`src/rtl/ttt_pkg.sv`:
```
// Shared types, codes and constants of the tickless tick timer.
`default_nettype none

package ttt_pkg;

   // Tick scheduling constants
   localparam logic [63:0] MIN_DELAY_CYC = 64'd1000;
   localparam logic [31:0] MAX_CYC_VAL   = 32'h7FFF_FFFF;

   // Shift-subtract divider: one quotient bit per step
   localparam int unsigned DIV_STEPS = 64;
   localparam int unsigned DIV_CNT_W = $clog2(DIV_STEPS);
   localparam logic [DIV_CNT_W-1:0] DIV_LAST_STEP = DIV_CNT_W'(DIV_STEPS - 1);

   // Request kinds
   localparam logic [1:0] KIND_TICK    = 2'd0;
   localparam logic [1:0] KIND_TIMEOUT = 2'd1;
   localparam logic [1:0] KIND_QUERY   = 2'd2;

   // Register port
   localparam int unsigned CSR_ADDR_W = 5;
   localparam int unsigned CSR_DATA_W = 64;
   localparam logic [1:0]  REG_CYCLES_PER_TICK = 2'd0;
   localparam logic [1:0]  REG_TICKLESS_MODE   = 2'd1;
   localparam logic [1:0]  REG_COMPARE_LIMIT   = 2'd2;

   // Reset values of the registers
   localparam logic [30:0] CYCLES_PER_TICK_RST = 31'd1000;
   localparam logic        TICKLESS_MODE_RST   = 1'b1;
   localparam logic [63:0] COMPARE_LIMIT_RST   = 64'hFFFF_FFFF_FFFF_FFFF;

   typedef enum logic [4:0] {
      S_IDLE,
      S_DECODE,
      S_DIV_TICK,
      S_TICK_MUL,
      S_TICK_ADV,
      S_TICK_NEXT,
      S_TICK_NEAR,
      S_TICK_PUSH,
      S_DIV_MAX,
      S_TO_REQ,
      S_TO_MUL,
      S_TO_SAT,
      S_TO_SETUP_RND,
      S_DIV_RND,
      S_TO_RND,
      S_TO_MARGIN,
      S_TO_PUSH,
      S_TO_ALARM,
      S_DIV_QRY,
      S_QRY_DONE,
      S_ALARM_DEC,
      S_ALARM_CHK,
      S_FINISH
   } state_type;

   typedef enum logic [4:0] {
      OP_NONE,
      OP_LOAD,
      OP_DIV_TICK,
      OP_DIV_MAX,
      OP_DIV_QRY,
      OP_DIV_RND,
      OP_DIV_STEP,
      OP_TICK_MUL,
      OP_TICK_ADV,
      OP_TICK_NEXT,
      OP_TICK_NEAR,
      OP_TICK_PUSH,
      OP_TO_REQ,
      OP_TO_MUL,
      OP_TO_SAT,
      OP_TO_RND,
      OP_TO_MARGIN,
      OP_TO_PUSH,
      OP_TO_ALARM,
      OP_QRY_DONE,
      OP_ALARM_DEC,
      OP_ALARM_CHK,
      OP_LOAD_OUT
   } op_type;

   typedef struct packed {
      op_type op;
   } ctrl_cmd_type;

   typedef struct packed {
      logic [1:0] kind;
      logic       tickless;
      logic       div_last;
   } dp_status_type;

   typedef struct packed {
      logic [30:0] cycles_per_tick;
      logic        tickless_mode;
      logic [63:0] compare_limit;
   } cfg_type;

   typedef struct packed {
      logic [31:0] announced_ticks;
      logic        alarm_written;
      logic [63:0] alarm_compare;
      logic [31:0] elapsed_ticks;
   } rsp_data_type;

endpackage

`default_nettype wire

```
`src/rtl/ttt_csr.sv`:
```
// Configuration register file of the tick timer behind an APB-style port.
`default_nettype none

module ttt_csr (
   input  wire logic                            clock,
   input  wire logic                            reset,
   input  wire logic                            csr_psel,
   input  wire logic                            csr_penable,
   input  wire logic                            csr_pwrite,
   input  wire logic [ttt_pkg::CSR_ADDR_W-1:0]  csr_paddr,
   input  wire logic [ttt_pkg::CSR_DATA_W-1:0]  csr_pwdata,
   output logic      [ttt_pkg::CSR_DATA_W-1:0]  csr_prdata,
   output logic                                 csr_pready,
   output ttt_pkg::cfg_type                     cfg
);

   logic [30:0] cpt_ff, cpt_in;
   logic        mode_ff, mode_in;
   logic [63:0] limit_ff, limit_in;
   logic        wr_en;
   logic [1:0]  reg_sel;

   assign wr_en      = csr_psel && csr_penable && csr_pwrite;
   assign reg_sel    = csr_paddr[4:3];
   assign csr_pready = 1'b1;

   // Decode the write transfer
   always_comb begin
      cpt_in   = cpt_ff;
      mode_in  = mode_ff;
      limit_in = limit_ff;
      if (wr_en) begin
         unique case (reg_sel)
            ttt_pkg::REG_CYCLES_PER_TICK: cpt_in   = csr_pwdata[30:0];
            ttt_pkg::REG_TICKLESS_MODE:   mode_in  = csr_pwdata[0];
            ttt_pkg::REG_COMPARE_LIMIT:   limit_in = csr_pwdata;
            default: ;
         endcase
      end
   end

   always_ff @(posedge clock) begin
      if (reset) begin
         cpt_ff   <= ttt_pkg::CYCLES_PER_TICK_RST;
         mode_ff  <= ttt_pkg::TICKLESS_MODE_RST;
         limit_ff <= ttt_pkg::COMPARE_LIMIT_RST;
      end else begin
         cpt_ff   <= cpt_in;
         mode_ff  <= mode_in;
         limit_ff <= limit_in;
      end
   end

   // Return the addressed register
   always_comb begin
      unique case (reg_sel)
         ttt_pkg::REG_CYCLES_PER_TICK: csr_prdata = {33'd0, cpt_ff};
         ttt_pkg::REG_TICKLESS_MODE:   csr_prdata = {63'd0, mode_ff};
         ttt_pkg::REG_COMPARE_LIMIT:   csr_prdata = limit_ff;
         default:                      csr_prdata = '0;
      endcase
   end

   assign cfg.cycles_per_tick = cpt_ff;
   assign cfg.tickless_mode   = mode_ff;
   assign cfg.compare_limit   = limit_ff;

endmodule

`default_nettype wire

```
`config.mk`:
```
export PLATFORM = sky130hd
export DESIGN_NAME = ttt_csr
export DESIGN_NICKNAME = d
export VERILOG_FILES = /design/src/rtl/ttt_pkg.sv /design/src/rtl/ttt_csr.sv
export SDC_FILE = /design/constraint.sdc
export NUM_CORES = 1
export LEC_CHECK = 0
export BUFFER_PORTS_ARGS = -buffer_cell sky130_fd_sc_hd__buf_2
export CAP_MARGIN = 30
export CORE_ASPECT_RATIO = 1.1
export CORE_MARGIN = 5
export CORE_UTILIZATION = 42
export CTS_CLUSTER_DIAMETER = 200
export DETAILED_ROUTE_END_ITERATION = 6
export PLACE_DENSITY = 0.81
export SYNTH_ARGS = -nofsm -noshare
export SYNTH_HDL_FRONTEND = slang
export SYNTH_SLANG_ARGS = --single-unit
export TNS_END_PERCENT = 20
```
`constraint.sdc`:
```
create_clock -name clock -period 0.9 [get_ports clock]
set_input_delay 0.045 -clock clock [delete_from_list [all_inputs] [get_ports clock]]
set_output_delay 0.045 -clock clock [all_outputs]
set_load 0.03 [all_outputs]
```
# ---- Word level (Yosys, flattened, before mapping)
# Index checks and enable logic that the tools add are counted.
dict set report word_totals {
  regBits 96
  latch_bits 0
  ramBits 0
  mem_bits_ro 0
  in_bits 74
  memories 0
}
dict set report op_classes {
  add_sub_neg 0
  mul 0
  div 0
  order_cmp 0
  eq_ne 2
  shifts 0
  mux 1
  bitwise_logic 0
  n_reduce_logical 6
}
# cell n
set op_table {}
lappend op_table {{$pmux W64 S3} 1}
lappend op_table {{$reduce_and A2 Y1} 3}
lappend op_table {{$eq A2 B1 Y1 const B} 1}
lappend op_table {{$eq A2 B2 Y1 const B} 1}
lappend op_table {{$logic_and A1 B1 Y1} 2}
lappend op_table {{$logic_not A2 Y1} 1}

# ---- Logic depth before layout (Yosys ltp)
# Gate-level depths: netlist (run 1).
dict set report depth {
  ltp_word 3
  mapped_depth 5
}

# ---- Worst setup path before layout (run 1)
# OpenSTA, ideal clock, no wires.
dict set report synth_timing {
  path_type {register to output}
  startpoint {register cpt_ff[0]}
  endpoint {output csr_prdata[0] (netlist name)}
  arrival_time_ns 1.303
  slack_ns -0.448
  path_stages_with_launch 3
  n_path_buf 0
  cell_sequence {dfxtp_1 -> mux2i_1 -> o21ai_0}
}
dict set report synth_via {
  elab_chain_cells 1
}
# element line
set synth_lines {}
lappend synth_lines {{from (decl)} ttt_csr.sv:17} ;# logic [30:0] cpt_ff, cpt_in;
lappend synth_lines {{from (signal assigned)} ttt_csr.sv:44} ;# cpt_ff <= ttt_pkg::CYCLES_PER_TICK_RST;
lappend synth_lines {{from (signal assigned)} ttt_csr.sv:48} ;# cpt_ff <= cpt_in;
lappend synth_lines {{$pmux W64 S3} ttt_csr.sv:56} ;# unique case (reg_sel)
lappend synth_lines {{to (decl)} ttt_csr.sv:12} ;# output logic [ttt_pkg::CSR_DATA_W-1:0] csr_prdata,
# No other way between the ends.

# ---- Final worst setup path (run 1)
dict set report layout_timing {
  startpoint {register limit_ff[5]}
  endpoint {output csr_prdata[5] (netlist name)}
}
dict set report layout_via {
  elab_chain_cells 1
}
# element line
set layout_lines {}
lappend layout_lines {{from (decl)} ttt_csr.sv:19} ;# logic [63:0] limit_ff, limit_in;
lappend layout_lines {{from (signal assigned)} ttt_csr.sv:46} ;# limit_ff <= ttt_pkg::COMPARE_LIMIT_RST;
lappend layout_lines {{from (signal assigned)} ttt_csr.sv:50} ;# limit_ff <= limit_in;
lappend layout_lines {{$pmux W64 S3} ttt_csr.sv:56}
# No other way between the ends.

==> summary.txt, run 1 <==
status = finished, violations left
violated checks = negative setup slack
dpl cell area = 6230 sq um
post-DP HPWL = 9.53 mm
dpl cells = 880
final std cells w/o fill = 1000
most frequent cells in the layout = buf_6, nor2_1, mux2i_1
initial antenna violation count = 0
total track usage = 0.246
Final Max Slew Viols = 0
Vias = 5149
final worst setup slack = -0.272 ns
overall power = 10.6 mW
vias in the first global route = 5083
leakage = 3.66 nW
slowest CP cell = dfxtp_2
Post-Syn Instances = 522
Final nets = 922
vias per inst = 5.15
Synth Net Count = 596
Hold Path Class = input pin to flop
Final setup viols = 104
Seq/Total Area, Yosys = 0.406
synth-to-layout area growth = 87.0%
adder-cell area share of the yosys netlist = 0
crit path time final = 1.17 ns
largest net degree at the start of global routing = 49
cts bufs inserted = 9
Antenna diodes = 0
clock sink count = 96
Ports = 235
Clk pin slew, worst setup/hold paths = 0.06 ns
mapped cell area = 4740 sq um
share of layout cells above drive strength 1 = 0.576
multiplexer share of the synthesized area = 0.268
routed len/inst = 19.1 microns
register area = 2080 sq um
Min Hold Slack = 0.00226 ns
Worst EP arrival = 1.13 ns
post-synthesis compound-gate area fraction = 0.00106
largest stage delay on the critical path = 0.34 ns
Simple-Gate Fraction of Synth Area = 0.254
DRT iter0 DRCs = 385
CTS tree = done
pwr dens = 1190 nW/um^2
max-cap violations = 0
Fill cells = 577
Avg Cell Area, Syn = 9.07 sq um
Req. time, crit path = 0.85 ns
Hold Vio Cnt, Final = 0
deepest clock path buffer count = 2
Antenna Nets Post-Route = 0
Initial Util = 0.430
Netlist cell types = 18
Multi-input gate area = 2760 sq um
ranking of synthesized cells by area = dfxtp_1, mux2i_1, nor2_1
top cell type's share of synthesized area = 0.406
clk root buf = clkbuf_16
critical path class = flop to output port
Post-Route WL = 19.1 mm
port buffer count = 230
Congestion Overflow GR = 0
Post-Synth XOR/XNOR Area = 0
clk_skew = 0 ns
# H-tree levels = 3
final period utilization = 1.30
largest family of logic cells by synthesized area = multiplexers
Critical Path Fanout Max = 3
Skew-Pair Late Insertion Delay = 0.33 ns
Yosys reg bits = 96
Critical Path Sink Type = output port
FMAX = 0.853 GHz
Remaining DRCs = 0
RSZ-0062 raised after global routing = true
critical path, cell by cell = mux2i_1, nor2_2, buf_6
Die H = 121 microns
fin area = 8860 sq um
row cnt = 40
Die W = 111 microns
crit start category = flop
GP Congestion = 0.818
DRT Pass-1 Iters = 5
first-pass GRT wire length = 26.9 mm
most common cell after layout, fill and taps aside = buf_6
Die Area = 13500 sq um
post-synth top area cell = dfxtp_1
Core Area = 11000 sq um
Peak VDD IR = 1.10 mV
total number of yosys warnings = 0
state kept, by name, summed over array words and instances, names as in the netlist:
register,cells
cpt_ff,31
mode_ff,1
limit_ff,64
cells in the mapped netlist (all sizes together):
cell    number
and2        33
nor3b        2
o21ai        1
buf         28
nand2        1
mux2i      127
and2b        1
dfxtp       96
clkbuf      15
nor2       165
conb         1
nand2b      50
nand3        1
nor3         1
logic make-up after synthesis:
kind of cell,count (synthesis)
buffers and inverters,43
muxes,127
AOI/OAI and AO/OA,1
other,1
DFF,96
and+or+nand+nor,254
area by class of cell:
| type | instances | share of cell area |
|---|---|---|
| clock inverters | 6 | 0.00664 |
| repair buffers | 358 | 0.399 |
| well taps | 147 | 0.0208 |
| flip-flops and latches | 96 | 0.235 |
| multi-input cells | 383 | 0.311 |
| clock buffers | 10 | 0.0270 |
through the flow:
stage,util,TNS (ns),worst slack [ns]
final,0.804,-12.31,-0.272
after CTS,0.750,-9.97,-0.217
after global placement,0.566,-23.14,-0.227
after global routing,0.804,-16.35,-0.297
after floorplan,-,-6.39,-0.0705
after detailed placement,0.566,-25.93,-0.277
power breakdown:
part | switching (mW) | internal [mW] | total [mW] | leakage (nW)
logic | 1.22 | 1.19 | 2.41 | 2.75
registers | 0.0637 | 4.27 | 4.33 | 0.762
clock network | 1.61 | 2.22 | 3.83 | 0.152
final timing paths:
check	start	endpoint	slack (ns)	cells past startpoint
worst max-delay path	limit_ff[5]	csr_prdata[5]	-0.27	3
worst min-delay path	csr_pwdata[57]	limit_ff[57]	0.002	3
worst max register to register	limit_ff[10]	limit_ff[10]	-0.05	4
worst min register to register	cpt_ff[26]	cpt_ff[26]	0.50	2
critical path, delay by kind of cell (launching register included):
kind                   cells  cell delay, ns
AND/OR/NAND/NOR            1            0.08
multiplexers               1            0.24
flip-flops                 1            0.34
buffers and inverters      1            0.15
metal layers:
metal | share of wire | track usage | vias to the layer above
met5 | 0 | 0 | -
met4 | 0.041 | 0.106 | 0
met3 | 0.077 | 0.0653 | 64
met2 | 0.50 | 0.453 | 289
met1 | 0.38 | 0.263 | 2463
li1 | - | - | 2333
timing repair:
item / CTS / global route
endpoints found under the hold margin: 87 / 0
gates resized for setup: 361 / 115
setup buffers: 19 / 22
hold buffers: 63 / 0
pin swaps: 11 / 8
setup endpoints to repair: 160 / 154
Note: power is estimated with default switching activity, not from simulation.
==> run 2: changes to the inputs <==
--- a/config.mk
+++ b/config.mk
@@ -5,14 +5,14 @@
 export SDC_FILE = /design/constraint.sdc
 export NUM_CORES = 1
 export LEC_CHECK = 0
+export ABC_AREA = 1
 export BUFFER_PORTS_ARGS = -buffer_cell sky130_fd_sc_hd__buf_2
-export CAP_MARGIN = 30
 export CORE_ASPECT_RATIO = 1.1
 export CORE_MARGIN = 5
-export CORE_UTILIZATION = 42
+export CORE_UTILIZATION = 44
 export CTS_CLUSTER_DIAMETER = 200
 export DETAILED_ROUTE_END_ITERATION = 6
-export PLACE_DENSITY = 0.81
+export PLACE_DENSITY = 0.84
 export SYNTH_ARGS = -nofsm -noshare
 export SYNTH_HDL_FRONTEND = slang
 export SYNTH_SLANG_ARGS = --single-unit
==> constraint.sdc (replaced) <==
create_clock -name clock -period 1.3 [get_ports clock]
set_input_delay 0.065 -clock clock [delete_from_list [all_inputs] [get_ports clock]]
set_output_delay 0.065 -clock clock [all_outputs]
set_load 0.03 [all_outputs]
==> run 2 against run 1 <==
Effect of this change:
- the flow now finishes without violations
- cell area decreased by 29%
- global-route usage increased by 0.31 points
- wire length decreased by 24%
- power decreased by 37%
- highest routed layer is now met5
- cell count decreased by 0.90%
- count of clock-buffer cells in the layout increased by 2
- via count decreased by 5.9%
- sequential share of layout area increased by 6.9 points
- non-clock buffer count decreased by 51
- critical path depth unchanged
- largest power group unchanged
==> summary.txt, run 2 <==
status = complete, no violations
slowest CP cell = dfxtp_1
# H-tree levels = 3
Die H = 112 microns
overall power = 6.65 mW
most frequent cells in the layout = buf_2, nand2_1, nand3_1
Req. time, crit path = 1.24 ns
Remaining DRCs = 0
leakage = 3.66 nW
largest stage delay on the critical path = 0.38 ns
Vias = 4843
Critical Path Fanout Max = 3
DRT iter0 DRCs = 305
Seq/Total Area, Yosys = 0.463
share of layout cells above drive strength 1 = 0.303
biggest regs = limit_ff (64), cpt_ff (31), mode_ff (1)
Peak VDD IR = 0.616 mV
clock sink count = 96
Buf/Inv on CP = 2
launch point of the worst path = limit_ff[32]
port buffer count = 230
ranking of synthesized cells by area = dfxtp_1, nand2_1, nand3_1
clk_skew = 0 ns
total number of yosys warnings = 0
R2R depth = 2
Avg Cell Area, Syn = 6.99 sq um
max-cap violations = 0
pwr dens = 1050 nW/um^2
Yosys reg bits = 96
number of flip-flops in the largest register = 64
vias per inst = 4.89
Post-Route WL = 14.5 mm
FF-to-FF End = limit_ff[39]
top_reg_cell synth = dfxtp_1
RSZ-0062 raised after global routing = false
cts bufs inserted = 9
Critical Path Sink Type = output port
synth-to-layout area growth = 52.0%
dpl cell area = 5430 sq um
Post-Syn Instances = 594
mapped cell area = 4150 sq um
Skew-Pair Late Insertion Delay = 0.34 ns
stages on the worst setup path = 3
Critical Path End = csr_prdata[32]
most common cell after layout, fill and taps aside = buf_2
largest net degree at the start of global routing = 97
dpl cells = 912
Die W = 103 microns
Netlist cell types = 17
routed len/inst = 14.6 microns
worst reg-to-reg setup slack = 0.66 ns
synth cell count leaders = nand2_1, nand3_1, dfxtp_1, nor2_1, inv_1
Hold Path Class = input pin to flop
first-pass GRT wire length = 23.1 mm
Clk pin slew, worst setup/hold paths = 0.09 ns
setup TNS = 0 ns
crit start category = flop
critical path class = flop to output port
critical path, cell by cell = inv_1, nor2_1, buf_2
post-synth top area cell = dfxtp_1
Antenna Nets Post-Route = 0
DRT Pass-1 Iters = 7
final std cells w/o fill = 991
top cell type's share of synthesized area = 0.463
Worst EP arrival = 1.13 ns
Final Max Slew Viols = 0
EDFF count, synth = 0
deepest clock path buffer count = 2
fin area = 6310 sq um
Final setup viols = 0
final period utilization = 0.920
row cnt = 37
Initial Util = 0.446
total track usage = 0.249
Hold Vio Cnt, Final = 0
Congestion Overflow GR = 0
Core Area = 9310 sq um
Antenna diodes = 0
post-synthesis async set-or-reset flop share = 0
FMAX = 0.836 GHz
GP Congestion = 0.839
Final nets = 944
worst r2r src = limit_ff[39]
clk root buf = clkbuf_8
post-DP HPWL = 9.15 mm
crit path time final = 1.20 ns
Die Area = 11500 sq um
Ports = 235
initial antenna violation count = 1
count leader, synth = nand2_1
Most flops, register = limit_ff
vias in the first global route = 4740
Worst path top cell family by delay = flip-flops
CTS tree = done
Synth Net Count = 668
run 2: changes by cell type in the layout (fill, tap and decap cells not counted), moves of 28 or more:
cell / before / now
a22o_1: 0 / 30
and2_4: 33 / 0
buf_2: 67 / 230
buf_6: 189 / 0
dfxtp_1: 0 / 96
dfxtp_2: 79 / 0
inv_1: 0 / 60
mux2i_1: 111 / 0
nand2_1: 1 / 173
nand2b_1: 50 / 0
nand3_1: 0 / 99
nor2_1: 135 / 84
nor2_2: 30 / 2
run 2: cells by family after synthesis:
group / after synthesis / synth area share
DFF: 96 / 0.463
and+or+nand+nor: 362 / 0.362
buffers and inverters: 105 / 0.111
other: 1 / 0.000904
AOI/OAI and AO/OA: 30 / 0.0633
run 2: metal layers:
| layer | vias up | track usage | share of wire |
|---|---|---|---|
| met5 | - | 0 | 0.00076 |
| met4 | 2 | 0.0814 | 0.021 |
| met3 | 30 | 0.0514 | 0.095 |
| met2 | 253 | 0.436 | 0.49 |
| met1 | 2159 | 0.298 | 0.39 |
| li1 | 2399 | - | - |
run 2: repair_timing:
action | CTS | global route
resized for setup | 0 | 0
setup endpoints to repair | 0 | 0
hold buffers | 64 | 0
endpoints found under the hold margin | 71 | 0
buffers inserted | 0 | 0
run 2: worst register-to-register path: cells and delay by family (launching register included):
kind / cells / cell delay [ns]
flops: 1 / 0.34
simple gates: 2 / 0.18
run 2: layout make-up:
class	instances	area (sq um)
fillers	797	3000
repair buffers	307	1990
flip-flops and latches	96	1920
multi-input cells	393	1780
inverters	63	236
well taps	117	146
clock buffers	12	145
clock inverters	3	90.1
run 2: power breakdown:
part / leakage [nW] / total [mW] / internal, mW / switching, mW
Clock: 0.117 / 2.31 / 1.32 / 0.983
Combinational: 2.77 / 1.29 / 0.481 / 0.807
Sequential: 0.780 / 3.06 / 3.00 / 0.0526
Total: 3.66 / 6.65 / 4.81 / 1.84
run 2: worst min-delay path by stage:
| stage | from | to | slack (ns) | cells past startpoint |
|---|---|---|---|---|
| floorplan | csr_pwdata[0] | limit_ff[0] | 0.19 | 2 |
| global placement | csr_pwdata[61] | limit_ff[61] | 0.27 | 3 |
| detailed placement | csr_pwdata[60] | limit_ff[60] | 0.28 | 3 |
| CTS | csr_paddr[4] | mode_ff | 0.13 | 5 |
| global route | csr_paddr[4] | mode_ff | 0.17 | 5 |
| finish | csr_paddr[4] | mode_ff | 0.14 | 5 |
run 2: stage by stage:
stage | utilization | setup slack, ns | hold WS [ns]
after detailed placement | 0.584 | 0.101 | 0.280
after floorplan | - | 0.241 | 0.191
after global routing | 0.678 | 0.0392 | 0.170
after global placement | 0.584 | 0.141 | 0.275
final | 0.678 | 0.104 | 0.143
after CTS | 0.678 | 0.112 | 0.125
==> run 3: changes to the inputs <==
--- a/config.mk
+++ b/config.mk
@@ -7,9 +7,11 @@
 export LEC_CHECK = 0
 export ABC_AREA = 1
 export BUFFER_PORTS_ARGS = -buffer_cell sky130_fd_sc_hd__buf_2
+export CELL_PAD_IN_SITES_DETAIL_PLACEMENT = 2
+export CELL_PAD_IN_SITES_GLOBAL_PLACEMENT = 2
 export CORE_ASPECT_RATIO = 1.1
 export CORE_MARGIN = 5
-export CORE_UTILIZATION = 44
+export CORE_UTILIZATION = 22
 export CTS_CLUSTER_DIAMETER = 200
 export DETAILED_ROUTE_END_ITERATION = 6
 export PLACE_DENSITY = 0.84
==> run 3 against run 2 <==
Effect of this change:
- sequential share of layout area is 1.2 points lower
- global-route usage is 6.6 points lower
- worst setup slack got worse by 0.018 ns
- count of clock-buffer cells in the layout fell by 2
- combinational power grew 5%
- first-iteration DRC count shrank 46%
- critical endpoint is now csr_prdata[37]
==> summary.txt, run 3 (same netlist as run 2, synthesis figures left out) <==
Clk pin slew, worst setup/hold paths = 0.07 ns
Most flops, register = limit_ff
slowest CP cell = dfxtp_1
worst slack at placement = 0.0675 ns
R2R depth = 2
FF-to-FF End = limit_ff[51]
critical path class = flop to output port
pwr dens = 1090 nW/um^2
DRT iter0 DRCs = 164
Final Max Slew Viols = 0
GP Congestion = 0.723
Antenna Nets Post-Route = 0
routed len/inst = 18.2 microns
vias in the first global route = 5518
Critical Path Sink Type = output port
crit start category = flop
Ports = 235
Initial Util = 0.225
vias per inst = 4.48
Skew-Pair Late Insertion Delay = 0.34 ns
Multi-input gate area = 1790 sq um
crit path time final = 1.21 ns
Critical Path Fanout Max = 3
biggest regs = limit_ff (64), cpt_ff (31), mode_ff (1)
Peak VDD IR = 0.572 mV
share of layout cells above drive strength 1 = 0.309
Core Area = 18500 sq um
clock sink count = 96
CTS tree = done
deepest clock path buffer count = 2
Congestion Overflow GR = 0
most common cell after layout, fill and taps aside = buf_2
postcts setup bufs = 0
largest net degree at the start of global routing = 67
Hold Vio Cnt, Final = 0
Hold Path Class = input pin to flop
initial antenna violation count = 1
largest stage delay on the critical path = 0.37 ns
critical path, cell by cell = inv_1, nor2_1, buf_2
worst r2r src = limit_ff[51]
Worst EP arrival = 1.15 ns
RSZ-0062 raised after global routing = false
synth-to-layout area growth = 58.4%
final core occ = 0.356
worst reg-to-reg setup slack = 0.59 ns
Die W = 141 microns
first-pass GRT wire length = 31.5 mm
clk root buf = clkbuf_16
DRT Pass-1 Iters = 4
final worst setup slack = 0.0857 ns
row cnt = 52
max-cap violations = 0
launch point of the worst path = limit_ff[37]
status = complete, no violations
Final setup viols = 0
post-DP HPWL = 13.4 mm
clk_skew = 0 ns
FMAX = 0.824 GHz
total track usage = 0.183
Fill cells = 2194
Final nets = 946
# H-tree levels = 3
Buf/Inv on CP = 2
overall power = 7.16 mW
number of flip-flops in the largest register = 64
Worst path top cell family by delay = flip-flops
final period utilization = 0.934
leakage = 3.70 nW
Vias = 5012
stages on the worst setup path = 3
port buffer count = 230
Remaining DRCs = 0
Die H = 154 microns
setup TNS = 0 ns
cts bufs inserted = 9
Post-Route WL = 20.4 mm
Req. time, crit path = 1.24 ns
register area = 1920 sq um
Critical Path End = csr_prdata[37]
most frequent cells in the layout = buf_2, nand2_1, nand3_1
Die Area = 21700 sq um
## run 3: changes by cell type in the layout (fill, tap and decap cells not counted), moves of 2 or more
| cell | delta |
|---|---|
| clkinvlp_4 | +3 |
| nor2_2 | -2 |
| clkbuf_8 | -9 |
| clkbuf_1 | -2 |
| dfxtp_2 | +2 |
| clkbuf_16 | +9 |
| dfxtp_1 | -2 |
| bufinv_16 | -2 |
| nor2_4 | +2 |
| clkinv_2 | +2 |
## run 3: stage by stage
| step | instance area, sq um | instances | hold WS, ns |
|---|---|---|---|
| finish | 6570 | 1120 | 0.162 |
| global route | 6570 | 1120 | 0.219 |
| CTS | 6570 | 1119 | 0.151 |
| detailed placement | 5630 | 1040 | 0.284 |
| global placement | 5630 | 1040 | 0.277 |
| floorplan | 4150 | 594 | 0.191 |
## run 3: routing by layer
layer	vias to the layer above	wire [microns]	GRT usage
met5	-	0	0
met4	0	730	0.0826
met3	38	765	0.0264
met2	131	11100	0.349
met1	2440	7820	0.197
li1	2403	-	-
## run 3: worst min-delay path by stage
stage                   startpoint            to  slack [ns]  depth (start not counted)
global route          csr_paddr[4]       mode_ff        0.22                          4
detailed placement  csr_pwdata[48]  limit_ff[48]        0.28                          3
CTS                   csr_paddr[4]       mode_ff        0.15                          5
global placement    csr_pwdata[45]  limit_ff[45]        0.28                          3
finish                csr_paddr[4]       mode_ff        0.16                          5
floorplan            csr_pwdata[0]   limit_ff[0]        0.19                          2
## run 3: final cells by class
| type | instances | area share |
|---|---|---|
| sequential | 96 | 0.293 |
| multi-input combinational | 393 | 0.272 |
| tap | 243 | 0.0463 |
| inverter | 63 | 0.0362 |
| timing repair buffer | 309 | 0.307 |
| clock inverter | 5 | 0.00876 |
| antenna | 1 | 0.000381 |
| clock buffer | 10 | 0.0364 |
## run 3: timing repair
item	4_1_cts	5_1_grt
hold buffers	64	0
hold endpoints to repair	70	0
endpoints found under the setup margin	0	2
gates resized for setup	0	3
## run 3: power breakdown
part / leakage (nW) / switching, mW / internal [mW]
Clock: 0.137 / 1.21 / 1.53
Combinational: 2.78 / 0.860 / 0.492
Sequential: 0.780 / 0.0593 / 3.01
Total: 3.70 / 2.13 / 5.03
## run 3: worst min-delay path, cell delays in order
cell     delay, ns
buf_2         0.15
nor2_1        0.09
nand2_1       0.07
nand2_1       0.04
nand3_1       0.06
